$ cat src/rtl/core/vbs_pkg.sv
// Shared constants and types for the voxel block store.
package vbs_pkg;

  localparam int unsigned COORD_W = 11;
  localparam int unsigned VALUE_W = 8;
  localparam int unsigned REQ_W   = 2;

  localparam logic [REQ_W-1:0] REQ_READ  = 2'd0;
  localparam logic [REQ_W-1:0] REQ_WRITE = 2'd1;
  localparam logic [REQ_W-1:0] REQ_FILL  = 2'd2;

  typedef logic signed [COORD_W-1:0] coord_t;
  typedef logic [VALUE_W-1:0]        value_t;

endpackage

$ cat src/rtl/core/vbs_index.sv
// Three-stage index unit: linear cell index, range check and fill box setup.
module vbs_index #(
  parameter int unsigned GRID_WIDTH  = 16,
  parameter int unsigned GRID_DEPTH  = 16,
  parameter int unsigned GRID_HEIGHT = 256,
  localparam int unsigned CELL_COUNT = GRID_WIDTH * GRID_DEPTH * GRID_HEIGHT,
  localparam int unsigned ADDR_W     = $clog2(CELL_COUNT),
  localparam int unsigned XW         = $clog2(GRID_WIDTH),
  localparam int unsigned YW         = $clog2(GRID_HEIGHT),
  localparam int unsigned ZW         = $clog2(GRID_DEPTH)
) (
  input  logic                clk_i,
  input  logic                load_i,
  input  vbs_pkg::coord_t     x_a_i,
  input  vbs_pkg::coord_t     y_a_i,
  input  vbs_pkg::coord_t     z_a_i,
  input  vbs_pkg::coord_t     x_b_i,
  input  vbs_pkg::coord_t     y_b_i,
  input  vbs_pkg::coord_t     z_b_i,
  output logic                idx_ok_o,
  output logic [ADDR_W-1:0]   idx_o,
  output logic                same_o,
  output logic [ADDR_W-1:0]   start_o,
  output logic [XW-1:0]       x0_o,
  output logic [XW-1:0]       x1_o,
  output logic [YW-1:0]       y0_o,
  output logic [YW-1:0]       y1_o,
  output logic [ZW-1:0]       z0_o,
  output logic [ZW-1:0]       z1_o
);

  localparam int unsigned COORD_W = vbs_pkg::COORD_W;
  // |x + W*z + W*D*y| stays below 2^(11+XW+ZW); one more bit for the sign
  localparam int unsigned LIN_W   = COORD_W + 1 + XW + ZW;

  localparam logic signed [LIN_W-1:0] WIDTH_S = LIN_W'(GRID_WIDTH);
  localparam logic signed [LIN_W-1:0] DEPTH_S = LIN_W'(GRID_DEPTH);
  localparam logic signed [LIN_W-1:0] CELL_S  = LIN_W'(CELL_COUNT);
  localparam vbs_pkg::coord_t X_HI = COORD_W'(GRID_WIDTH - 1);
  localparam vbs_pkg::coord_t Y_HI = COORD_W'(GRID_HEIGHT - 1);
  localparam vbs_pkg::coord_t Z_HI = COORD_W'(GRID_DEPTH - 1);

  function automatic logic [COORD_W-1:0] clamp_axis(vbs_pkg::coord_t v, vbs_pkg::coord_t hi);
    logic [COORD_W-1:0] r;
    if (v < 0) begin
      r = '0;
    end else if (v > hi) begin
      r = hi;
    end else begin
      r = v;
    end
    return r;
  endfunction

  function automatic vbs_pkg::coord_t min_c(vbs_pkg::coord_t a, vbs_pkg::coord_t b);
    return (a < b) ? a : b;
  endfunction

  function automatic vbs_pkg::coord_t max_c(vbs_pkg::coord_t a, vbs_pkg::coord_t b);
    return (a < b) ? b : a;
  endfunction

  vbs_pkg::coord_t xa_q, ya_q, za_q, xb_q, yb_q, zb_q;

  logic signed [LIN_W-1:0] t1_q;
  logic                    same1_q;
  logic [XW-1:0]           x0_q, x1_q;
  logic [YW-1:0]           y0_q, y1_q;
  logic [ZW-1:0]           z0_q, z1_q;

  logic signed [LIN_W-1:0] idx2_q;
  logic [ADDR_W-1:0]       ft2_q;

  logic                    ok3_q;
  logic [ADDR_W-1:0]       idx3_q;
  logic [ADDR_W-1:0]       start3_q;

  // capture the request coordinates
  always_ff @(posedge clk_i) begin
    if (load_i) begin
      xa_q <= x_a_i;
      ya_q <= y_a_i;
      za_q <= z_a_i;
      xb_q <= x_b_i;
      yb_q <= y_b_i;
      zb_q <= z_b_i;
    end
  end

  // stage 1: z + D*y, order and clamp the fill corners
  always_ff @(posedge clk_i) begin
    t1_q    <= LIN_W'(za_q) + LIN_W'(ya_q) * DEPTH_S;
    same1_q <= (xa_q == xb_q) && (ya_q == yb_q) && (za_q == zb_q);
    x0_q    <= XW'(clamp_axis(min_c(xa_q, xb_q), X_HI));
    x1_q    <= XW'(clamp_axis(max_c(xa_q, xb_q), X_HI));
    y0_q    <= YW'(clamp_axis(min_c(ya_q, yb_q), Y_HI));
    y1_q    <= YW'(clamp_axis(max_c(ya_q, yb_q), Y_HI));
    z0_q    <= ZW'(clamp_axis(min_c(za_q, zb_q), Z_HI));
    z1_q    <= ZW'(clamp_axis(max_c(za_q, zb_q), Z_HI));
  end

  // stage 2: full linear index, and z0 + D*y0 for the box origin
  always_ff @(posedge clk_i) begin
    idx2_q <= LIN_W'(xa_q) + t1_q * WIDTH_S;
    ft2_q  <= ADDR_W'(z0_q) + ADDR_W'(y0_q) * ADDR_W'(GRID_DEPTH);
  end

  // stage 3: range check on the index only, box origin address
  always_ff @(posedge clk_i) begin
    ok3_q    <= (idx2_q >= 0) && (idx2_q < CELL_S);
    idx3_q   <= idx2_q[ADDR_W-1:0];
    start3_q <= ADDR_W'(x0_q) + ADDR_W'(GRID_WIDTH) * ft2_q;
  end

  assign idx_ok_o = ok3_q;
  assign idx_o    = idx3_q;
  assign same_o   = same1_q;
  assign start_o  = start3_q;
  assign x0_o     = x0_q;
  assign x1_o     = x1_q;
  assign y0_o     = y0_q;
  assign y1_o     = y1_q;
  assign z0_o     = z0_q;
  assign z1_o     = z1_q;

endmodule

$ cat config.mk
export PLATFORM = sky130hd
export DESIGN_NAME = vbs_index
export DESIGN_NICKNAME = d
export VERILOG_FILES = /design/src/rtl/core/vbs_pkg.sv /design/src/rtl/core/vbs_index.sv
export SDC_FILE = /design/constraint.sdc
export NUM_CORES = 1
export LEC_CHECK = 0
export ABC_AREA = 1
export BUFFER_PORTS_ARGS = -buffer_cell sky130_fd_sc_hd__buf_4
export CORE_ASPECT_RATIO = 1.25
export CORE_MARGIN = 1
export CORE_UTILIZATION = 45
export DETAILED_ROUTE_END_ITERATION = 12
export PLACE_DENSITY = 0.76
export SLEW_MARGIN = 40
export SYNTH_ARGS = -nofsm -noshare
export SYNTH_HDL_FRONTEND = slang
export SYNTH_SLANG_ARGS = --single-unit
export TNS_END_PERCENT = 5
$ cat constraint.sdc
create_clock -name clk_i -period 2 [get_ports clk_i]
set_input_delay 0.1 -clock clk_i [delete_from_list [all_inputs] [get_ports clk_i]]
set_output_delay 0.1 -clock clk_i [all_outputs]
set_load 0.1 [all_outputs]
== After elaboration in Yosys (flattened, before gate mapping) ==
Index checks and enable logic that the tools add are counted.

* Multiply operators: 0
* $lt $le $gt $ge: 17
* Bitwise logic cells: 0
* Multiplexer cells: 12
* Add/subtract/negate cells: 4
* Div/mod/pow operators: 0
* Shift operators: 0
* Reductions and logical operators: 3
* Eq/ne operators: 3

{| class="wikitable"
|+ Operators by type and width
! operator !! count
|-
| < comparator 11 x 1 -> 1 bit, second input constant || 6
|-
| 2-to-1 mux 11 bit || 6
|-
| > comparator 11 x 5 -> 1 bit, second input constant || 4
|-
| equality test 11 bit || 3
|-
| < comparator 11 bit || 3
|-
| > comparator 11 x 9 -> 1 bit, second input constant || 2
|-
| adder 11 x 20 -> 20 bit || 1
|-
| greater-or-equal comparator 20 x 1 -> 1 bit, second input constant || 1
|-
| < comparator 20 x 18 -> 1 bit, second input constant || 1
|-
| adder 11 x 15 -> 16 bit || 1
|-
| adder 4 x 16 -> 16 bit || 1
|-
| 2-to-1 mux 4 bit || 4
|-
| 2-to-1 mux 8 bit || 2
|-
| adder 4 x 12 -> 12 bit || 1
|-
| logical AND 1 bit || 3
|}

* Bits in latches: 0
* Word-level logic and storage cells: 58
* Memory bits (read-only): 0
* Flip-flop bits (word level): 180
* Memories: 0
* Bits in writable memories: 0

== Logic depth before layout (Yosys ltp) ==
Gate-level depths: netlist (run 1).

* Depth after elaboration: 4
* Depth in mapped cells: 14

== Worst setup path before layout (run 1) ==
No wires, ideal clock.

* Kind: register -> register
* Start point: register xa_q[10]
* End point: register x0_q[2] (netlist: x0_o[2])
* Setup slack: 0.020 ns
* Period minus slack after synthesis: 1.980 ns
* Setup time: 0.134 ns
* Data arrival time: 1.846 ns
* Data required time: 1.866 ns
* Cell stages (with the launch flop): 9
* Path through: edfxtp_1 -> ha_1 -> a21oi_1 -> o21a_1 -> nand3_2 -> nand2_2 -> nand3_1 -> nand2_1 -> a21oi_1

* Cells in the longest elaborated chain, start to end: 4
* Elaborated cells between the ends (all ways): 5
* Classes of those cells: order compare: 3; mux: 2

{| class="wikitable"
|+ RTL lines
! what !! RTL line !! source
|-
| start, declared || vbs_index.sv:63 || <nowiki>vbs_pkg::coord_t xa_q, ya_q, za_q, xb_q, yb_q, zb_q;</nowiki>
|-
| start signal, assigned || vbs_index.sv:81 || <nowiki>xa_q <= x_a_i;</nowiki>
|-
| < comparator 11 bit || vbs_index.sv:56 || <nowiki>return (a < b) ? a : b;</nowiki>
|-
| 2-to-1 mux 11 bit * || vbs_index.sv:56 ||
|-
| > comparator 11 x 5 -> 1 bit || vbs_index.sv:47 || <nowiki>end else if (v > hi) begin</nowiki>
|-
| 2-to-1 mux 4 bit || vbs_index.sv:47 ||
|-
| end signal, assigned || vbs_index.sv:94 || <nowiki>x0_q <= XW'(clamp_axis(min_c(xa_q, xb_q), X_HI));</nowiki>
|-
| end, declared || vbs_index.sv:67 || <nowiki>logic [XW-1:0] x0_q, x1_q;</nowiki>
|}

Mark *: on every way between the ends. The rest lies on a longest branch, timed or not.
A chain may end at the register's enable or synchronous reset.

== Worst setup path after layout (run 1) ==
* Start point: register yb_q[4]
* End point: register y0_q[7] (netlist: y0_o[7])

* Cells in the longest elaborated chain, start to end: 4
* Elaborated cells between the ends (all ways): 5
* Classes of those cells: order compare: 3; mux: 2

{| class="wikitable"
|+ RTL lines
! what !! RTL line !! source
|-
| start, declared || vbs_index.sv:63 ||
|-
| start signal, assigned || vbs_index.sv:85 || <nowiki>yb_q <= y_b_i;</nowiki>
|-
| < comparator 11 bit || vbs_index.sv:56 ||
|-
| 2-to-1 mux 11 bit * || vbs_index.sv:56 ||
|-
| > comparator 11 x 9 -> 1 bit || vbs_index.sv:47 ||
|-
| 2-to-1 mux 8 bit || vbs_index.sv:47 ||
|-
| end signal, assigned || vbs_index.sv:96 || <nowiki>y0_q <= YW'(clamp_axis(min_c(ya_q, yb_q), Y_HI));</nowiki>
|-
| end, declared || vbs_index.sv:68 || <nowiki>logic [YW-1:0] y0_q, y1_q;</nowiki>
|}

Marks and branches as above.

==> results of run 1 <==
[repair_timing]
item,CTS,global route
setup endpoints to repair,16,43
resized for setup,9,29
pin swaps,0,1
hold endpoints to repair,66,0
hold buffers,66,0
setup buffers,4,2
cloned,0,1
[critical path: cells and delay by family, from the launching register on]
kind,cells,cell delay (ps)
fa+ha+maj,1,260
flops,1,360
simple gates,6,860
compound gates,2,290
buf+inv,1,130
[path summary, 6_finish.rpt]
path | startpoint | end | cells after the start
worst min-delay path | load_i | yb_q[3] | 1
worst max register to register | yb_q[4] | y0_o[7] | 10
worst max-delay path | yb_q[4] | y0_o[7] | 10
worst min register to register | idx2_q[4] | idx_o[4] | 0
[flip-flops by register name, indices dropped and copies added, names as in the netlist, 12 cells and up]
| name | flops |
|---|---|
| start_o | 16 |
| idx_o | 16 |
| t1_q | 16 |
| ft2_q | 12 |
| idx2_q | 20 |
[cells in the mapped netlist (all sizes together) (8+ instances only)]
master,n,area [um^2]
nand4,11,87.6
nor2,28,110
xnor2,9,78.8
inv,84,315
dfxtp,114,2280
ha,59,738
a21oi,55,287
nand2,134,533
o21ai,17,88.8
edfxtp,66,1980
nor3,8,40.0
nand3,80,438
xor2,14,123
[kinds of logic after synthesis]
kind of cell / synth area share (%)
simple gates: 17.2
flops: 58.4
buf+inv: 4.61
compound gates: 6.29
fa+ha+maj: 10.7
xor+xnor: 2.76
[power groups by stage]
stage,Combinational [mW],Sequential (mW),Clock [mW]
finish,5.80,4.90,3.42
global route,6.15,4.98,3.65
CTS,5.69,4.90,3.48
detailed placement,5.53,4.98,0
global placement,5.49,4.96,0
floorplan,1.43,7.78,0
[area by class of cell]
type                       instances  area (um^2)  area share [%]
inverter                          84          315            3.06
clock buffer                      17          425            4.12
timing repair buffer             241         1990            19.3
tap                              212          265            2.57
sequential                       180         4260            41.3
multi-input combinational        436         2870            27.8
clock inverter                    15          191            1.86
[placed cells by master (no fill, tap or decap), types with 8 or more instances in the layout]
| master | count |
|---|---|
| clkbuf_16 | 17 |
| a21oi_1 | 47 |
| nor2_1 | 25 |
| dlygate4sd3_1 | 66 |
| xor2_1 | 14 |
| xnor2_1 | 9 |
| inv_1 | 83 |
| nand4_1 | 8 |
| ha_1 | 57 |
| dfxtp_1 | 114 |
| nand3_1 | 71 |
| o21ai_0 | 10 |
| buf_4 | 174 |
| edfxtp_1 | 66 |
| nand2_1 | 123 |
[metal layers]
metal,share of wire [%],global-route usage [%],vias up
li1,-,-,2900
met1,40,22.6,2643
met2,54,36.5,145
met3,3.3,4.27,29
met4,2.4,9.85,0
met5,0,0,-
==> results.py, run 1 <==
metrics = {
    "timing": {
        "whs_ps": 31.6,
        "report.final.slew_viol_count": 0,
        "finClkSkew_ps": 8.46,
        "period_needed_ps": 2010,
        "fmax_ghz": 0.498,
        "tightest_slew_ps": 426,
        "finalWorstSetupSlack_ps": -7.17,
        "relSlewSlack_pct": 71.4,
        "setup_tns_ps": -12.5,
        "hold_viol": 0,
        "setup_viol_count_final": 3,
        "rsz0062_at_grt": "yes",
        "finalCritPeriodShare_pct": 100,
    },
    "place": {
        "place_area_um2": 8820,
        "place.detailed.hpwl_mm": 11.4,
        "dp.cells": 1080,
        "gp_routability_congestion": 0.915,
        "portBuffers": 133,
        "dpl_worst_slack_ps": -41.3,
    },
    "yosys": {
        "postSynthCellCount": 702,
        "async_reset_ff_share_pct": 0,
        "yosysSeqAreaShare_pct": 58.4,
        "netlist_area_um2": 7300,
        "syn-num-nets": 831,
        "synth-edff-count": 66,
        "syn_area_per_cell_um2": 10.4,
        "yosysUniqueCellTypes": 36,
        "synth_ff_type": "dfxtp_1",
        "synth-seq-cells": 180,
        "yosysWarnings": 0,
    },
    "power": {
        "swShare_pct": 42.4,
        "p_clk_share_pct": 24.2,
        "p_int_mw": 8.13,
        "ir_worst_vdd_v": 0.000895,
        "p_per_area_nw_per_um2": 1370,
        "p_switching_mw": 5.99,
        "p_leak_nw": 4.86,
        "power_mw": 14.1,
        "combPwrFrac_pct": 41.1,
        "p_seq_share_pct": 34.7,
    },
    "floorplanning": {
        "die_h_um": 144,
        "pin_count": 134,
        "rows": 51,
        "fp.coreArea_um2": 15700,
        "start_util_pct": 46.5,
        "die_w_um": 116,
        "die_area_um2": 16700,
    },
    "cells_and_area": {
        "final_nets": 1089,
        "areaGrowthSynthToFinish_pct": 41.4,
        "layout.cells.non_filler": 1185,
        "fill_cells": 1207,
        "final_util_pct": 65.7,
        "diodes": 0,
        "design_area_um2": 10300,
        "drive_gt1_share_pct": 25.7,
    },
    "global_routing": {
        "grt_start_max_net_pins": 31,
        "overflow": 0,
        "antenna_found_initial": 0,
        "grt_pass1_vias": 5445,
        "grt_pass1_wl_mm": 25.4,
        "grt_use_total_pct": 20.3,
    },
    "critical_path": {
        "timing.critical_path.fanout_max": 18,
        "worstSetupPathType": "reg2reg",
        "cp_data_required_time_ps": 2310,
        "path_common_cell": "nand2_1",
        "path_cells": "inv_1, ha_1, a21oi_1, o21ai_0, nand2_1, nand4_2, nand2_4, nand2_1, nand3_4, nand2_1",
        "arrival_ps": 2320,
        "endpoint_kind": "flop",
        "critPathSlowestCell": "edfxtp_1",
        "critical_path.max_stage_delay_ps": 360,
        "worst_setup_path_start_kind": "flop",
        "r2r_slack_ps": -7,
    },
    "worst_hold_path": {
        "hold_path_class": "in2reg",
    },
    "clock_network": {
        "cts_made_buffers": 17,
        "path_clk_slew_ps": 60,
        "cts_tree": "yes",
        "clk-insertion-delay-late_ps": 430,
        "cts.sink_count": 180,
        "cts_root_buf": "clkbuf_16",
        "htreeDepth": 4,
        "clock_path_buffers": 2,
    },
    "detailed_routing": {
        "wl_per_cell_um": 14.0,
        "routed_wl_mm": 16.6,
        "avgViaCountPerCell": 4.82,
        "ant_nets": 0,
        "first_pass_iters": 5,
        "dr.first_iter.drc_count": 340,
        "drc": 0,
        "vias": 5717,
    },
    "run_status": {
        "violations": "negative setup slack",
        "outcome": "finished with violations",
    },
    "run": {
        "max_cap_violations": 0,
    },
}
Power figures use the tool's default switching activity.
==> run 2, diff against run 1 <==
PLACE_DENSITY = 0.7   (was 0.76)
==> results.py, run 2 (synthesis gave the netlist of run 1 again) <==
metrics = {
    "clock_network": {
        "path_clk_slew_ps": 70,
        "htreeDepth": 4,
        "clk-insertion-delay-late_ps": 430,
        "cts_root_buf": "clkbuf_16",
        "clock_path_buffers": 2,
        "cts_made_buffers": 17,
        "cts_tree": "yes",
        "cts.sink_count": 180,
    },
    "detailed_routing": {
        "avgViaCountPerCell": 4.85,
        "ant_nets": 0,
        "first_pass_iters": 5,
        "wl_per_cell_um": 14.2,
        "drc": 0,
        "vias": 5795,
        "dr.first_iter.drc_count": 279,
        "routed_wl_mm": 16.9,
    },
    "cells_and_area": {
        "areaGrowthSynthToFinish_pct": 43.2,
        "final_util_pct": 66.6,
        "design_area_um2": 10400,
        "final_nets": 1098,
        "drive_gt1_share_pct": 27.7,
        "final_common_cell": "buf_4",
        "diodes": 0,
        "mostFrequentLayoutCells": "buf_4, nand2_1, dfxtp_1",
        "fill_cells": 1216,
        "regMostFlops": "idx2_q",
        "largest_reg_flops": 20,
    },
    "timing": {
        "fmax_ghz": 0.505,
        "setup_tns_ps": 0,
        "period_needed_ps": 1980,
        "setup_viol_count_final": 0,
        "rsz0062_at_grt": "yes",
        "finalWorstSetupSlack_ps": 18.3,
        "finClkSkew_ps": 10.0,
        "whs_ps": 105,
        "tightest_slew_ps": 681,
        "report.final.slew_viol_count": 0,
        "finalCritPeriodShare_pct": 99.1,
        "hold_viol": 0,
        "relSlewSlack_pct": 54.3,
    },
    "global_routing": {
        "grt_use_total_pct": 20.1,
        "grt_pass1_wl_mm": 25.2,
        "overflow": 0,
        "grt_pass1_vias": 5410,
        "grt_start_max_net_pins": 36,
        "antenna_found_initial": 0,
    },
    "power": {
        "combPwrFrac_pct": 42.8,
        "swShare_pct": 43.1,
        "ir_worst_vdd_v": 0.000650,
        "p_per_area_nw_per_um2": 1330,
        "p_int_mw": 7.90,
        "p_seq_share_pct": 35.3,
        "p_switching_mw": 5.99,
        "p_clk_share_pct": 21.9,
        "p_leak_nw": 4.88,
    },
    "floorplanning": {
        "rows": 51,
        "fp.coreArea_um2": 15700,
        "die_h_um": 144,
        "die_w_um": 116,
        "die_area_um2": 16700,
        "start_util_pct": 46.5,
        "pin_count": 134,
    },
    "place": {
        "gp_routability_congestion": 0.919,
        "place_area_um2": 8880,
        "dpl_worst_slack_ps": 6.64,
        "portBuffers": 133,
        "place.detailed.hpwl_mm": 11.6,
    },
    "critical_path": {
        "r2r_slack_ps": 20,
        "cp_data_required_time_ps": 2320,
        "timing.critical_path.fanout_max": 8,
        "worst_setup_path_start_kind": "flop",
        "arrival_ps": 2300,
        "endpoint_kind": "flop",
        "worstSetupPathType": "reg2reg",
    },
    "worst_hold_path": {
        "hold_path_class": "in2reg",
    },
    "run_status": {
        "outcome": "complete, no violations",
    },
    "run": {
        "max_cap_violations": 0,
    },
}
-- run 2: path summary, 6_finish.rpt --
check                           depth (start not counted)     endpoint  startpoint
worst max-delay path                                   10      y0_o[6]     ya_q[2]
worst min-delay path                                    1      xb_q[2]      load_i
worst max register to register                         10      y0_o[6]     ya_q[2]
worst min register to register                          0  start_o[13]    ft2_q[9]
-- run 2: layout make-up --
class | count | area (um^2) | share of cell area [%]
tap | 212 | 265 | 2.54
sequential | 180 | 4260 | 40.8
clock inverter | 11 | 73.8 | 0.707
multi-input combinational | 437 | 2990 | 28.6
timing repair buffer | 249 | 2070 | 19.8
clock buffer | 21 | 470 | 4.50
inverter | 84 | 315 | 3.02
-- run 2: repair_timing --
action,4_1_cts,5_1_grt
pin swaps,0,15
hold buffers,66,0
endpoints found under the setup margin,7,42
setup buffers,1,5
hold endpoints to repair,66,0
cloned,0,2
gates resized for setup,3,56
-- run 2: metal layers --
metal,GRT usage (%),vias up,share of wire (%)
met4,9.45,0,3.4
met1,23.2,2660,41
met5,0,-,0
li1,-,2911,-
met2,34.9,180,52
met3,4.82,44,4.2
-- run 2: worst max-delay path, stage by stage (launching register included) --
cell,delay [ps]
edfxtp_1,450
ha_4,280
a21oi_1,160
nand2_1,90
nand3_2,140
nand3_4,180
nand2_8,160
buf_4,160
nand3_1,90
nand3_1,110
nand2_1,60
-- run 2: power groups by stage --
stage | Combinational, mW | Sequential (mW) | Clock (mW)
after floorplan | 1.43 | 7.78 | 0
after global placement | 5.55 | 4.95 | 0
after global routing | 6.27 | 4.99 | 3.25
after CTS | 5.71 | 4.90 | 3.10
after detailed placement | 5.57 | 4.98 | 0
final | 5.95 | 4.90 | 3.04
-- run 2: metrics by stage --
| step | cells | power (mW) |
|---|---|---|
| finish | 1194 | 13.9 |
| global route | 1194 | 14.5 |
| CTS | 1187 | 13.7 |
| detailed placement | 1088 | 10.6 |
| global placement | 1088 | 10.5 |
| floorplan | 702 | 9.21 |
