### config.mk
export PLATFORM = sky130hd
export DESIGN_NAME = vbs_walker
export DESIGN_NICKNAME = d
export VERILOG_FILES = /design/src/rtl/core/vbs_walker.sv
export SDC_FILE = /design/constraint.sdc
export NUM_CORES = 1
export LEC_CHECK = 0
export ABC_AREA = 1
export BUFFER_PORTS_ARGS = -buffer_cell sky130_fd_sc_hd__buf_4
export CELL_PAD_IN_SITES_DETAIL_PLACEMENT = 0
export CELL_PAD_IN_SITES_GLOBAL_PLACEMENT = 1
export CORE_ASPECT_RATIO = 0.75
export CORE_UTILIZATION = 43
export DETAILED_ROUTE_END_ITERATION = 10
export PLACE_DENSITY = 0.85
export SLEW_MARGIN = 20
export SYNTH_ARGS = -nofsm -noshare
export SYNTH_HDL_FRONTEND = slang
export SYNTH_SLANG_ARGS = --single-unit
### constraint.sdc
create_clock -name clk_i -period 5.5 [get_ports clk_i]
set_clock_uncertainty 0.15 [all_clocks]
set_input_delay 1.1 -clock clk_i [delete_from_list [all_inputs] [get_ports clk_i]]
set_output_delay 1.1 -clock clk_i [all_outputs]
set_load 0.005 [all_outputs]
### src/rtl/core/vbs_walker.sv
// Box fill walker: steps the cell address x innermost, then y, then z.
module vbs_walker #(
  parameter int unsigned GRID_WIDTH  = 16,
  parameter int unsigned GRID_DEPTH  = 16,
  parameter int unsigned GRID_HEIGHT = 256,
  localparam int unsigned CELL_COUNT = GRID_WIDTH * GRID_DEPTH * GRID_HEIGHT,
  localparam int unsigned ADDR_W     = $clog2(CELL_COUNT),
  localparam int unsigned XW         = $clog2(GRID_WIDTH),
  localparam int unsigned YW         = $clog2(GRID_HEIGHT),
  localparam int unsigned ZW         = $clog2(GRID_DEPTH)
) (
  input  logic              clk_i,
  input  logic              rst_ni,
  input  logic              start_i,
  input  logic              step_i,
  input  logic [ADDR_W-1:0] start_addr_i,
  input  logic [XW-1:0]     x0_i,
  input  logic [XW-1:0]     x1_i,
  input  logic [YW-1:0]     y0_i,
  input  logic [YW-1:0]     y1_i,
  input  logic [ZW-1:0]     z0_i,
  input  logic [ZW-1:0]     z1_i,
  output logic [ADDR_W-1:0] addr_o,
  output logic              last_o
);

  localparam logic [ADDR_W-1:0] Z_STEP = ADDR_W'(GRID_WIDTH);
  localparam logic [ADDR_W-1:0] Y_STEP = ADDR_W'(GRID_WIDTH * GRID_DEPTH);

  logic [XW-1:0]     x_q, x_d;
  logic [YW-1:0]     y_q, y_d;
  logic [ZW-1:0]     z_q, z_d;
  logic [ADDR_W-1:0] addr_q, addr_d;
  logic [ADDR_W-1:0] ystart_q, ystart_d;
  logic [ADDR_W-1:0] zstart_q, zstart_d;

  always_comb begin
    x_d      = x_q;
    y_d      = y_q;
    z_d      = z_q;
    addr_d   = addr_q;
    ystart_d = ystart_q;
    zstart_d = zstart_q;
    if (start_i) begin
      x_d      = x0_i;
      y_d      = y0_i;
      z_d      = z0_i;
      addr_d   = start_addr_i;
      ystart_d = start_addr_i;
      zstart_d = start_addr_i;
    end else if (step_i) begin
      if (x_q != x1_i) begin
        x_d    = x_q + 1'b1;
        addr_d = addr_q + 1'b1;
      end else if (y_q != y1_i) begin
        // next row along y: W*D cells further on
        x_d      = x0_i;
        y_d      = y_q + 1'b1;
        ystart_d = ystart_q + Y_STEP;
        addr_d   = ystart_q + Y_STEP;
      end else if (z_q != z1_i) begin
        x_d      = x0_i;
        y_d      = y0_i;
        z_d      = z_q + 1'b1;
        zstart_d = zstart_q + Z_STEP;
        ystart_d = zstart_q + Z_STEP;
        addr_d   = zstart_q + Z_STEP;
      end
    end
  end

  always_ff @(posedge clk_i or negedge rst_ni) begin
    if (!rst_ni) begin
      x_q      <= '0;
      y_q      <= '0;
      z_q      <= '0;
      addr_q   <= '0;
      ystart_q <= '0;
      zstart_q <= '0;
    end else begin
      x_q      <= x_d;
      y_q      <= y_d;
      z_q      <= z_d;
      addr_q   <= addr_d;
      ystart_q <= ystart_d;
      zstart_q <= zstart_d;
    end
  end

  assign addr_o = addr_q;
  assign last_o = (x_q == x1_i) && (y_q == y1_i) && (z_q == z1_i);

endmodule

Yosys cells after proc, flatten, opt, wreduce, memory -nomap -nowiden
Cells that the tools add are included.
{ "word_totals": {"elab_cells": 56, "regBits": 64, "in_bits": 52} }
{ "classes": {"reduce_logical": 9, "muxes": 27, "n_eq_ne": 8, "add_sub_neg": 6} }
{ "ops": {"columns": ["cell", "n"], "rows": [
  ["16-bit 2-to-1 mux", 12],
  ["4-bit 2-to-1 mux", 10],
  ["8-bit 2-to-1 mux", 5],
  ["16-bit by 1-bit adder with 16-bit output, second input constant", 1],
  ["16-bit by 5-bit adder with 16-bit output, second input constant", 1],
  ["16-bit by 9-bit adder with 16-bit output, second input constant", 1],
  ["4-bit by 1-bit adder with 4-bit output, second input constant", 2],
  ["8-bit by 1-bit adder with 8-bit output, second input constant", 1],
  ["4-bit equality test", 2],
  ["8-bit equality test", 1],
  ["4-bit inequality test", 2],
  ["8-bit inequality test", 1],
  ["2-bit inequality test, second input constant", 2],
  ["4-bit AND reduction", 1],
  ["2-bit nonzero test", 2],
  ["4-bit nonzero test", 1],
  ["3-bit AND reduction", 1],
  ["3-bit nonzero test", 1],
  ["1-bit logical AND", 2],
  ["2-bit AND reduction", 1]
]} }

Depth between registers and ports, before layout
Gate-level depths: netlist of run 1.
{ "logic_depth": {"word_depth": 6, "depth_mapped": 14, "ltp_nobuf": 13} }

Least setup slack after synthesis of run 1
No wires, ideal clock.
{ "synth_path": {"path_kind": "input port to output port", "startpoint": "in y1_i[4]", "endpoint": "out last_o", "n_path_buf": 1, "slack_ps": 2487, "required_time_ps": 4250, "arrival_ps": 1763, "cell_stages": 9, "path_cell_list": "inv_1 -> nand2_1 -> nand2_1 -> nor2_1 -> nand2_1 -> nor2_2 -> buf_6 -> nand2_1 -> inv_1"} }
{ "synth_via": {"elab_chain_len": 3} }
{ "synth_rtl": {"columns": ["item", "line_no", "text"], "rows": [
  ["start: declaration", "20", "input logic [YW-1:0] y1_i,"],
  ["8-bit equality test", "91", "assign last_o = (x_q == x1_i) && (y_q == y1_i) && (z_q == z1_i);"],
  ["1-bit logical AND (2 in a row)", "91", null],
  ["end: declaration", "24", "output logic last_o"]
]} }
Every way passes these cells.

Worst setup path after layout of run 1
{ "layout_path": {"startpoint": "in y1_i[6]", "endpoint": "out last_o"} }
Same word-level chain as after synthesis.

==> results of run 1 <==
-- routing by layer --
metal,up-vias,wire length [um]
met5,-,0
met2,118,5662
met1,2163,6314
met3,16,639
li1,2396,-
met4,0,194
-- layout make-up --
cell class | count | area (sq um)
fillers | 1071 | 4907
clock inverters | 4 | 45.04
well taps | 136 | 170.2
clock buffers | 11 | 242.7
multi-input cells | 565 | 2577
flip-flops and latches | 64 | 1602
inverters | 82 | 307.8
repair buffers | 69 | 518.0
-- tightest hold or removal path: cells and delay by family, from the launching register on --
kind	cells	cell delay, ns
flops	1	0.36
buf+inv	1	0.06
compound gates	1	0.07
-- path summary, 6_finish.rpt --
kind | startpoint | to | cells after the start
worst max-delay path | y1_i[6] | last_o | 10
worst min-delay path | zstart_q[3] | zstart_q[3] | 2
worst max register to register | x_q[0] | y_q[7] | 11
worst min register to register | zstart_q[3] | zstart_q[3] | 2
max in group asynchronous | rst_ni | addr_o[5] | 1
min in group asynchronous | rst_ni | zstart_q[12] | 1
-- stage by stage --
stage | total power, uW | cell area (sq um) | setup WS (ns) | cells
after global placement | 1252 | 5175 | 2.023 | 916
after detailed placement | 1264 | 5175 | 1.945 | 916
after CTS | 1836 | 5463 | 2.046 | 931
after global routing | 1964 | 5463 | 1.874 | 931
after floorplan | 1074 | 4614 | 2.487 | 733
final | 1830 | 5463 | 2.066 | 931
-- cells in the mapped netlist --
| library cell | instances |
|---|---|
| inv_1 | 78 |
| nor3_1 | 2 |
| buf_4 | 5 |
| nor2_1 | 82 |
| nor2_2 | 3 |
| nand2_2 | 5 |
| xnor2_1 | 9 |
| nand2_1 | 292 |
| o211ai_1 | 5 |
| buf_6 | 2 |
| dfrtp_1 | 64 |
| ha_1 | 6 |
| xor2_1 | 17 |
| o21ai_1 | 3 |
| buf_2 | 9 |
| clkbuf_1 | 6 |
| nand3_2 | 1 |
| nand4_1 | 7 |
| o31ai_1 | 1 |
| o21bai_1 | 2 |
| nor2_4 | 2 |
| a21oi_1 | 18 |
| o21ai_0 | 51 |
| a21boi_0 | 1 |
| nand3b_1 | 1 |
| nor3_4 | 1 |
| nor3b_1 | 1 |
| nand3_1 | 55 |
| inv_2 | 4 |
-- logic make-up after synthesis --
logic type | after synthesis | share of synthesized area
AOI/OAI and AO/OA | 81 | 0.09273
xor gates and xnor gates | 26 | 0.04935
adders and majority gates | 6 | 0.01627
buffers and inverters | 104 | 0.09436
DFF | 64 | 0.3471
and+or+nand+nor | 452 | 0.4002
-- flip-flops by register name (all words and copies together) (netlist names) --
| register | count |
|---|---|
| addr_o | 16 |
| ystart_q | 16 |
| zstart_q | 16 |
| y_q | 8 |
| x_q | 4 |
| z_q | 4 |
-- where the power goes --
group | internal, uW | switching, uW
logic | 227 | 337
clock network | 358 | 206
registers | 577 | 124
==> summary.txt, run 1 <==
Setup path
  • Crit-path most repeated cell: nand2_1
  • Worst Setup Start Kind: input port
  • Max incr delay on CP: 0.27 ns
  • Worst EP arrival: between 2 and 2.5 ns
  • CP max-delay cell: buf_4
  • Reg2reg setup slack: 2.98 ns
  • CP Data Required Time: 4.25 ns
  • Buf/Inv on CP: 4
  • CP Max Fanout: 20
  • CP top delay family: buffers and inverters
  • Crit. End Element: output pin
  • Critical path class: input port to output pin
  • Worst-path cell chain: buf_4, nand2_1, nand2_1, nor2_1, nand2_1, nor2_2, buf_4, nand2_1, inv_1, buf_4

Synthesis
  • Yosys top cell by area: dfrtp_1
  • Yosys reg bits: 64
  • Share of the synthesized area in the top cell type: 0.3471
  • Mapped Area: ~4600 sq um
  • Synthesized area per cell: about 6.3 sq um
  • Syn Inst Count: 733
  • Synth Warn #: 0
  • Register area share after synthesis: 0.3471
  • Post-Syn Nets: 791
  • Area contributors post-synth: dfrtp_1, nand2_1, nor2_1, inv_1, nand3_1
  • Number of library cell types mapped by synthesis: 29

Final layout
  • Share of cells above drive strength 1: 0.1245
  • Nets: 849
  • Most common cell after layout, fill and taps aside: nand2_1
  • Area growth from synthesis to layout: 18.38%
  • N_diodes: 0
  • Most frequent cells in the layout: nand2_1, nor2_1, inv_1
  • Finished Core Util: 0.5268

Die
  • Die height: just over 90 um
  • Die width: 121.6 um
  • Starting Density: 0.4450
  • I/O pins: 69
  • Area of the die: 11150 sq um
  • Area of the core: around 10000 sq um
  • Row count: 32

Power and ir drop
  • Static Leakage: 0.002905 uW
  • Peak supply drop: approximately 0.18 mV
  • Pwr/cell area: 334.9 nW/um^2

Route
  • Routed WL per cell: about 14 um
  • DR vias: approximately 4700
  • Residual DRC: 0
  • Post-Route WL: 12810 um
  • Routed Antenna Nets: 0
  • Initial DRC Count: 373
  • DR pass1 iterations: 5
  • Via density: 5.041

STA
  • Unrepaired setup endpoints after global routing: no
  • Slew of the pin with the lowest slew margin: about 0.9 ns
  • # setup viols final: 0
  • Sum Neg Setup Slack: 0 ns
  • Post-layout min period: 3.434 ns
  • Period utilization: 0.6243
  • Hold Fails Final Rpt: 0
  • Max Freq: between 0.2 and 0.3 GHz
  • Slew headroom: 0.3996
  • Slew Limit Fails: 0
  • Worst hold margin: 0.3750 ns

Clock network
  • Setup Fix Bufs, Post-CTS: 0
  • # hold bufs at CTS: 0
  • CTS tree: yes
  • Post-CTS Resized: 0
  • Root buf cell: clkbuf_16
  • Clock Pin Slew Worst Setup and Hold Paths: 0.05 ns
  • H-tree depth: 3
  • CTS Buffer Depth: 2
  • TritonCTS buffer count: 9
  • Later-pin clock latency in the skew report: 0.33 ns
  • Clock Sink Count: 64

Worst hold path
  • Hold/Removal Path Class: flop to flop

Global routing
  • Met3 global-route usage: 0.04851
  • Total Routing Usage GR: 0.2473
  • M1 GR Usage: 0.3497
  • First-pass GRT wire length: 21360 um
  • Overflow after GRT: 0
  • Initial antenna violation count: 0
  • Met2 Usage GRT: 0.3778
  • Largest net degree at the start of global routing: 65
  • Vias in the first global route: 4432
  • GR peak layer: met2

Placed design
  • Hpwl dp: 9362 um
  • Gpl congestion: 0.8777
  • I/O Buffers: 68

Run
  • Max_cap viols: 0

Status
  • Status: completed
Power figures use the tool's default switching activity.
==> run 2: changes to the inputs <==
CORE_UTILIZATION = 36   (was 43)
PLACE_DENSITY = 0.76   (was 0.85)
clock period = 3.01 ns   (was 5.5 ns; I/O delays follow)
==> run 2 against run 1 <==
Sequential cell count did not move. Critical path depth is 1 lower. Worst setup slack lost 1.4 ns. Wire length rose by 4.6%. Worst hold slack lost 0.15 ns.
==> summary.txt, run 2 (synthesis gave the netlist of run 1 again) <==
Setup path
  • Worst-path cell chain: inv_1, nand2_1, nand2_1, nor2_1, nand2_1, nor2_1, nand2_1, inv_1, buf_4
  • CP max-delay cell: dfrtp_1
  • Max incr delay on CP: 0.41 ns (+0.14 ns)
  • CP Max Fanout: 5 (-75%)
  • Crit-path most repeated cell: nand2_1
  • Worst EP arrival: 1.64 ns (-0.54 ns)
  • Critical path class: flop to output pin
  • CP Data Required Time: 2.26 ns (-1.99 ns)
  • Crit. End Element: output pin
  • Worst Setup Start Kind: flop

Clock network
  • CTS Buffer Depth: 2 (unchanged)
  • H-tree depth: 3 (unchanged)
  • Later-pin clock latency in the skew report: 0.33 ns (about the same)
  • TritonCTS buffer count: 9 (unchanged)
  • # hold bufs at CTS: 0 (unchanged)
  • Post-CTS Resized: 0 (unchanged)
  • CTS tree: yes
  • Root buf cell: clkbuf_16
  • Clock Sink Count: 64 (unchanged)
  • Setup Fix Bufs, Post-CTS: 0 (unchanged)
  • Clock Pin Slew Worst Setup and Hold Paths: 0.05 ns (about the same)

Final layout
  • Most frequent cells in the layout: nand2_1, nor2_1, inv_1
  • N_diodes: 0 (unchanged)
  • Most common cell after layout, fill and taps aside: nand2_1
  • Area growth from synthesis to layout: 19.77%
  • Nets: 856 (+0.82%)
  • Share of cells above drive strength 1: 0.1300 (+0.005472)

Route
  • Via density: 4.895 (-2.9%)
  • Residual DRC: 0 (unchanged)
  • Routed WL per cell: 13.88 um (+0.85%)
  • Post-Route WL: 13400 um (+4.6%)
  • DR vias: 4729 (+0.77%)
  • DR pass1 iterations: 4 (-1)
  • Initial DRC Count: 261 (-30%)
  • Routed Antenna Nets: 0 (unchanged)

Die
  • Area of the core: 12390 sq um (+20%)
  • Starting Density: 0.3723 (-0.07264)
  • I/O pins: 69 (unchanged)
  • Area of the die: 13280 sq um (+19%)
  • Row count: 35 (+9.4%)
  • Die height: 100.1 um (+9.1%)
  • Die width: 132.7 um (+9.1%)

Placed design
  • Hpwl dp: 9815 um (+4.8%)
  • I/O Buffers: 68 (unchanged)
  • Gpl congestion: 0.8663 (-1.3%)

Worst hold path
  • Hold/Removal Path Class: input port to async pin

Power and ir drop
  • Register share of total power: 0.391 (+0.008)
  • Net Sw Frac: 0.3703 (+0.005354)
  • Peak supply drop: 0.3348 mV (+82%)
  • Static Leakage: 0.002925 uW (+0.68%)
  • Combinational power share: 0.317 (+0.009)
  • Pwr/cell area: 593.3 nW/um^2 (+77%)
  • Clk pwr share: 0.291 (-0.017)
  • Power Internal: 2065 uW (+78%)
  • Sw power: 1214 uW (+82%)

STA
  • # setup viols final: 0 (unchanged)
  • Max Freq: 0.4186 GHz
  • Worst hold margin: 0.2297 ns (-0.1453 ns)
  • Period utilization: 0.7936
  • Slew headroom: 0.4264 (+0.02690)
  • Sum Neg Setup Slack: 0 ns (unchanged)
  • Unrepaired setup endpoints after global routing: no
  • Hold Fails Final Rpt: 0 (unchanged)
  • Post-layout min period: about 2.4 ns
  • Slew Limit Fails: 0 (unchanged)
  • Slew of the pin with the lowest slew margin: 0.8603 ns (-0.04034 ns)

Global routing
  • Vias in the first global route: 4414 (-0.41%)
  • Total Routing Usage GR: 0.2138 (-0.03351)
  • Largest net degree at the start of global routing: 65 (unchanged)
  • First-pass GRT wire length: 22010 um (+3.0%)
  • Overflow after GRT: 0 (unchanged)
  • Initial antenna violation count: 0 (unchanged)

Run
  • Max_cap viols: 0 (unchanged)

Status
  • Status: completed
==> run 2: cell type report <==
cell class                 count  area, sq um
clock buffer                  12        256.5
clock inverter                 1        5.005
fill                        1320         6867
inverter                      82        307.8
multi-input combinational    565         2577
sequential                    64         1602
tap                          166        207.7
timing repair buffer          76        570.5
==> run 2: critical path, delay by kind of cell (launching register included) <==
kind,cells,cell delay (ns)
and+or+nand+nor,6,0.60
buffers and inverters,3,0.30
DFF,1,0.41
==> run 2: per-layer routing <==
layer | part of all wire | GRT usage
met1 | 0.51 | 0.3066
met2 | 0.43 | 0.3198
met3 | 0.043 | 0.03990
met4 | 0.023 | 0.07958
met5 | 0 | 0
==> run 2: path summary, 6_finish.rpt <==
path,start,cells after the start,slack [ns],to
setup / recovery,z_q[2],9,0.62,last_o
hold / removal,rst_ni,1,0.23,y_q[2]
hold reg to reg,ystart_q[9],2,0.37,ystart_q[9]
max in group asynchronous,rst_ni,1,1.91,zstart_q[15]
min in group clk_i,y0_i[3],3,0.37,y_q[3]
setup reg to reg,y_q[6],12,0.75,ystart_q[2]
==> run 2: power by group through the flow <==
stage | combinational [uW] | sequential [uW] | clock, uW
floorplan | 728 | 1230 | 0
global placement | 1020 | 1290 | 0
detailed placement | 1030 | 1300 | 0
CTS | 1040 | 1280 | 977
global route | 1210 | 1320 | 1000
finish | 1040 | 1280 | 956
==> run 2: metrics by stage <==
stage               setup WS (ns)  cell area [sq um]  total power [uW]  instances    util
CTS                        0.5981               5527              3302        966  0.4459
finish                     0.6214               5527              3279        966  0.4459
floorplan                  0.9934               4614              1962        733       -
detailed placement         0.5274               5265              2330        953  0.4248
global route               0.4377               5527              3532        966  0.4459
global placement           0.5545               5265              2313        953  0.4248
==> run 3: changes to the inputs <==
ABC_AREA = 0   (was 1)
CORE_UTILIZATION = 43   (was 36)
PLACE_DENSITY = 0.81   (was 0.76)
clock period = 2.5 ns   (was 3.01 ns; I/O delays follow)
==> run 3 against run 2 <==
Area after synthesis decreased by 7.9%. Final cell count decreased by 27%. Combinational power decreased by 9%. Largest power group unchanged.
==> summary.txt, run 3 <==
Final layout
  • Share of cells above drive strength 1: 0.2216 (+0.09164)
  • Most frequent cells in the layout: buf_4, dfrtp_1, nand2_1
  • # fillers: 958 (-27%)
  • Multi-input gate area: 2441 sq um (-5.3%)
  • Nets: 628 (-27%)
  • Area growth from synthesis to layout: 24.51%
  • Seq. cell area: 1602 sq um (unchanged)
  • N_diodes: 0 (unchanged)
  • Most common cell after layout, fill and taps aside: buf_4

Setup path
  • Worst Setup Start Kind: flop
  • Crit. End Element: output pin
  • Worst EP arrival: 1.77 ns (+0.13 ns)
  • CP Max Fanout: 20 (+15)
  • CP Data Required Time: 1.85 ns (-0.41 ns)
  • Critical path class: flop to output pin

Route
  • Initial DRC Count: 334 (+28%)
  • Routed Antenna Nets: 0 (unchanged)
  • Max Used Layer: met4
  • Routed WL per cell: 17.84 um (+29%)
  • Residual DRC: 0 (unchanged)
  • Routed met1 length: 6179 um (-8.9%)
  • DR pass1 iterations: 5 (+1)
  • DR vias: 4085 (-14%)
  • Metal3 WL: 1021 um (+77%)
  • Via density: 5.794 (+18%)
  • Post-Route WL: 12580 um (-6.2%)
  • Met2 WL: 5164 um (-9.9%)

Die
  • Row count: 31 (-11%)
  • I/O pins: 69 (unchanged)
  • Area of the die: 10290 sq um (-22%)
  • Die height: 88.12 um (-12%)
  • Die width: 116.8 um (-12%)
  • Area of the core: 9619 sq um (-22%)
  • Starting Density: 0.4420 (+0.06965)

Synthesis
  • Count leader, synth: dfrtp_1
  • Synth Warn #: 0 (unchanged)
  • Register area share after synthesis: 0.3767 (+0.02962)
  • Mapped Area: 4252 sq um (-7.9%)
  • Synthesized area per cell: 8.659 sq um (+38%)
  • Yosys reg bits: 64 (unchanged)
  • Post-synth EDFFs: 0 (unchanged)
  • Syn Inst Count: 491 (-33%)
  • Top cells by count, synth: dfrtp_1, nand2_1, o21ai_0, xnor2_1, a21oi_1
  • XOR/XNOR Fraction of Synth Area: 0.1051 (+0.05571)
  • Post-Syn Nets: 549 (-31%)
  • Yosys top cell by area: dfrtp_1
  • Area contributors post-synth: dfrtp_1, xnor2_1, nand2_1, o21ai_0, a21oi_1
  • Synth Area in Simple Gates: 0.2051 (-0.1951)
  • Share of the synthesized area in the top cell type: 0.3767 (+0.02962)
  • Main combinational cell family by area after synthesis: compound AO/OA/AOI/OAI gates
  • Main synth FF type: dfrtp_1
  • Area share of fa/ha/maj cells after synthesis: 0.01766 (+0.001388)
  • Async S/R FF share, synth: 1.000 (unchanged)
  • Number of library cell types mapped by synthesis: 68 (+130%)
  • Area fraction in compound gates after synthesis: 0.2054 (+0.1127)
  • Post-synthesis mux area share: 0.03914 (+0.03914)

Power and ir drop
  • Pwr/cell area: 651.4 nW/um^2 (+9.8%)
  • Peak supply drop: 0.2710 mV (-19%)
  • Static Leakage: 0.002163 uW (-26%)
  • PnR Total Power: 3449 uW (+5.2%)

Clock network
  • H-tree depth: 3 (unchanged)
  • Setup Fix Bufs, Post-CTS: 0 (unchanged)
  • # hold bufs at CTS: 0 (unchanged)
  • Later-pin clock latency in the skew report: 0.34 ns (about the same)
  • Clock Sink Count: 64 (unchanged)
  • Clock Pin Slew Worst Setup and Hold Paths: 0.05 ns (about the same)
  • Post-CTS Resized: 0 (unchanged)
  • TritonCTS buffer count: 9 (unchanged)
  • CTS tree: yes
  • Root buf cell: clkbuf_16
  • CTS Buffer Depth: 2 (unchanged)

Global routing
  • Largest net degree at the start of global routing: 65 (unchanged)
  • Initial antenna violation count: 0 (unchanged)
  • First-pass GRT wire length: 20120 um (-8.6%)
  • Overflow after GRT: 0 (unchanged)
  • Vias in the first global route: 3752 (-15%)
  • Total Routing Usage GR: 0.2635 (+0.04968)

Placed design
  • Gpl congestion: 0.8860 (+2.3%)
  • I/O Buffers: 68 (unchanged)
  • Hpwl dp: 9397 um (-4.3%)

Run
  • Max_cap viols: 0 (unchanged)

STA
  • Period utilization: 0.9686
  • Sum Neg Setup Slack: 0 ns (unchanged)
  • # setup viols final: 0 (unchanged)
  • Max Freq: 0.4130 GHz
  • Slew headroom: 0.4294 (+0.002959)
  • Slew Limit Fails: 0 (unchanged)
  • Hold Fails Final Rpt: 0 (unchanged)
  • Post-layout min period: 2.421 ns
  • Unrepaired setup endpoints after global routing: no
  • Slew of the pin with the lowest slew margin: 0.8559 ns (-0.004438 ns)

Worst hold path
  • Hold/Removal Path Class: input port to async pin

Status
  • Status: completed
run 3: changes by cell type after synthesis, moves of 6 or more:
cell / change
nor3_1: +15
mux2i_1: +11
xnor2_1: +27
nor4_1: +10
a21oi_1: +11
o21ai_1: +16
o21ai_0: -15
nand2_1: -239
nand3_1: -33
a31oi_1: +6
nand2b_1: +6
inv_1: -60
nor2_1: -55
run 3: power breakdown:
| part | switching, uW | total, uW | internal, uW | leakage (uW) |
|---|---|---|---|---|
| Combinational | 496 | 943 | 448 | 0.00128 |
| Clock | 427 | 1110 | 684 | 0.000126 |
| Sequential | 202 | 1390 | 1190 | 0.000758 |
| Total | 1120 | 3450 | 2320 | 0.00216 |
run 3: critical path: stages, from the launching register on:
cell and delay (ns):
dfrtp_1 0.41, xor2_1 0.19, nor4_4 0.35, buf_12 0.20
and3_1 0.17, buf_4 0.11
run 3: kinds of logic (layout without fill, tap and decap cells):
kind of cell | count (synthesis) | after routing
flops | 64 | 64
compound gates | 139 | 139
simple gates | 170 | 170
xor+xnor | 51 | 51
mux | 16 | 16
buf+inv | 45 | 127
fa+ha+maj | 6 | 6
run 3: cell type report:
class	instances	area share
clock buffers	13	0.04727
clock inverters	1	0.0009454
inverters	18	0.01276
multi-input cells	382	0.4611
flip-flops and latches	64	0.3025
well taps	132	0.03120
repair buffers	95	0.1442
run 3: final timing paths:
kind	from	endpoint	slack, ns	cells past startpoint
max in group asynchronous	rst_ni	y_q[6]	1.52	1
min in group clk_i	z0_i[2]	z_q[2]	0.23	3
setup / recovery	x_q[1]	last_o	0.08	5
setup reg to reg	y_q[1]	addr_o[9]	0.24	7
hold / removal	rst_ni	ystart_q[1]	0.11	1
hold reg to reg	ystart_q[5]	ystart_q[5]	0.39	2
run 3: layer usage:
metal  vias to the layer above  GRT usage
li1                       1935          -
met1                      1943     0.3864
met2                       185     0.3776
met3                        22    0.06782
met4                         0    0.08170
met5                         -          0
run 3: metrics by stage:
| step | hold slack [ns] | area (sq um) | setup slack, ns | utilization | instances |
|---|---|---|---|---|---|
| global route | 0.1877 | 5294 | 0.009809 | 0.5503 | 705 |
| CTS | 0.1528 | 5286 | 0.07194 | 0.5496 | 705 |
| floorplan | 0.05441 | 4252 | 0.1619 | - | 491 |
| finish | 0.1129 | 5294 | 0.07855 | 0.5503 | 705 |
| detailed placement | 0.3744 | 5031 | 0.04521 | 0.5230 | 691 |
| global placement | 0.3580 | 5031 | 0.07210 | 0.5230 | 691 |
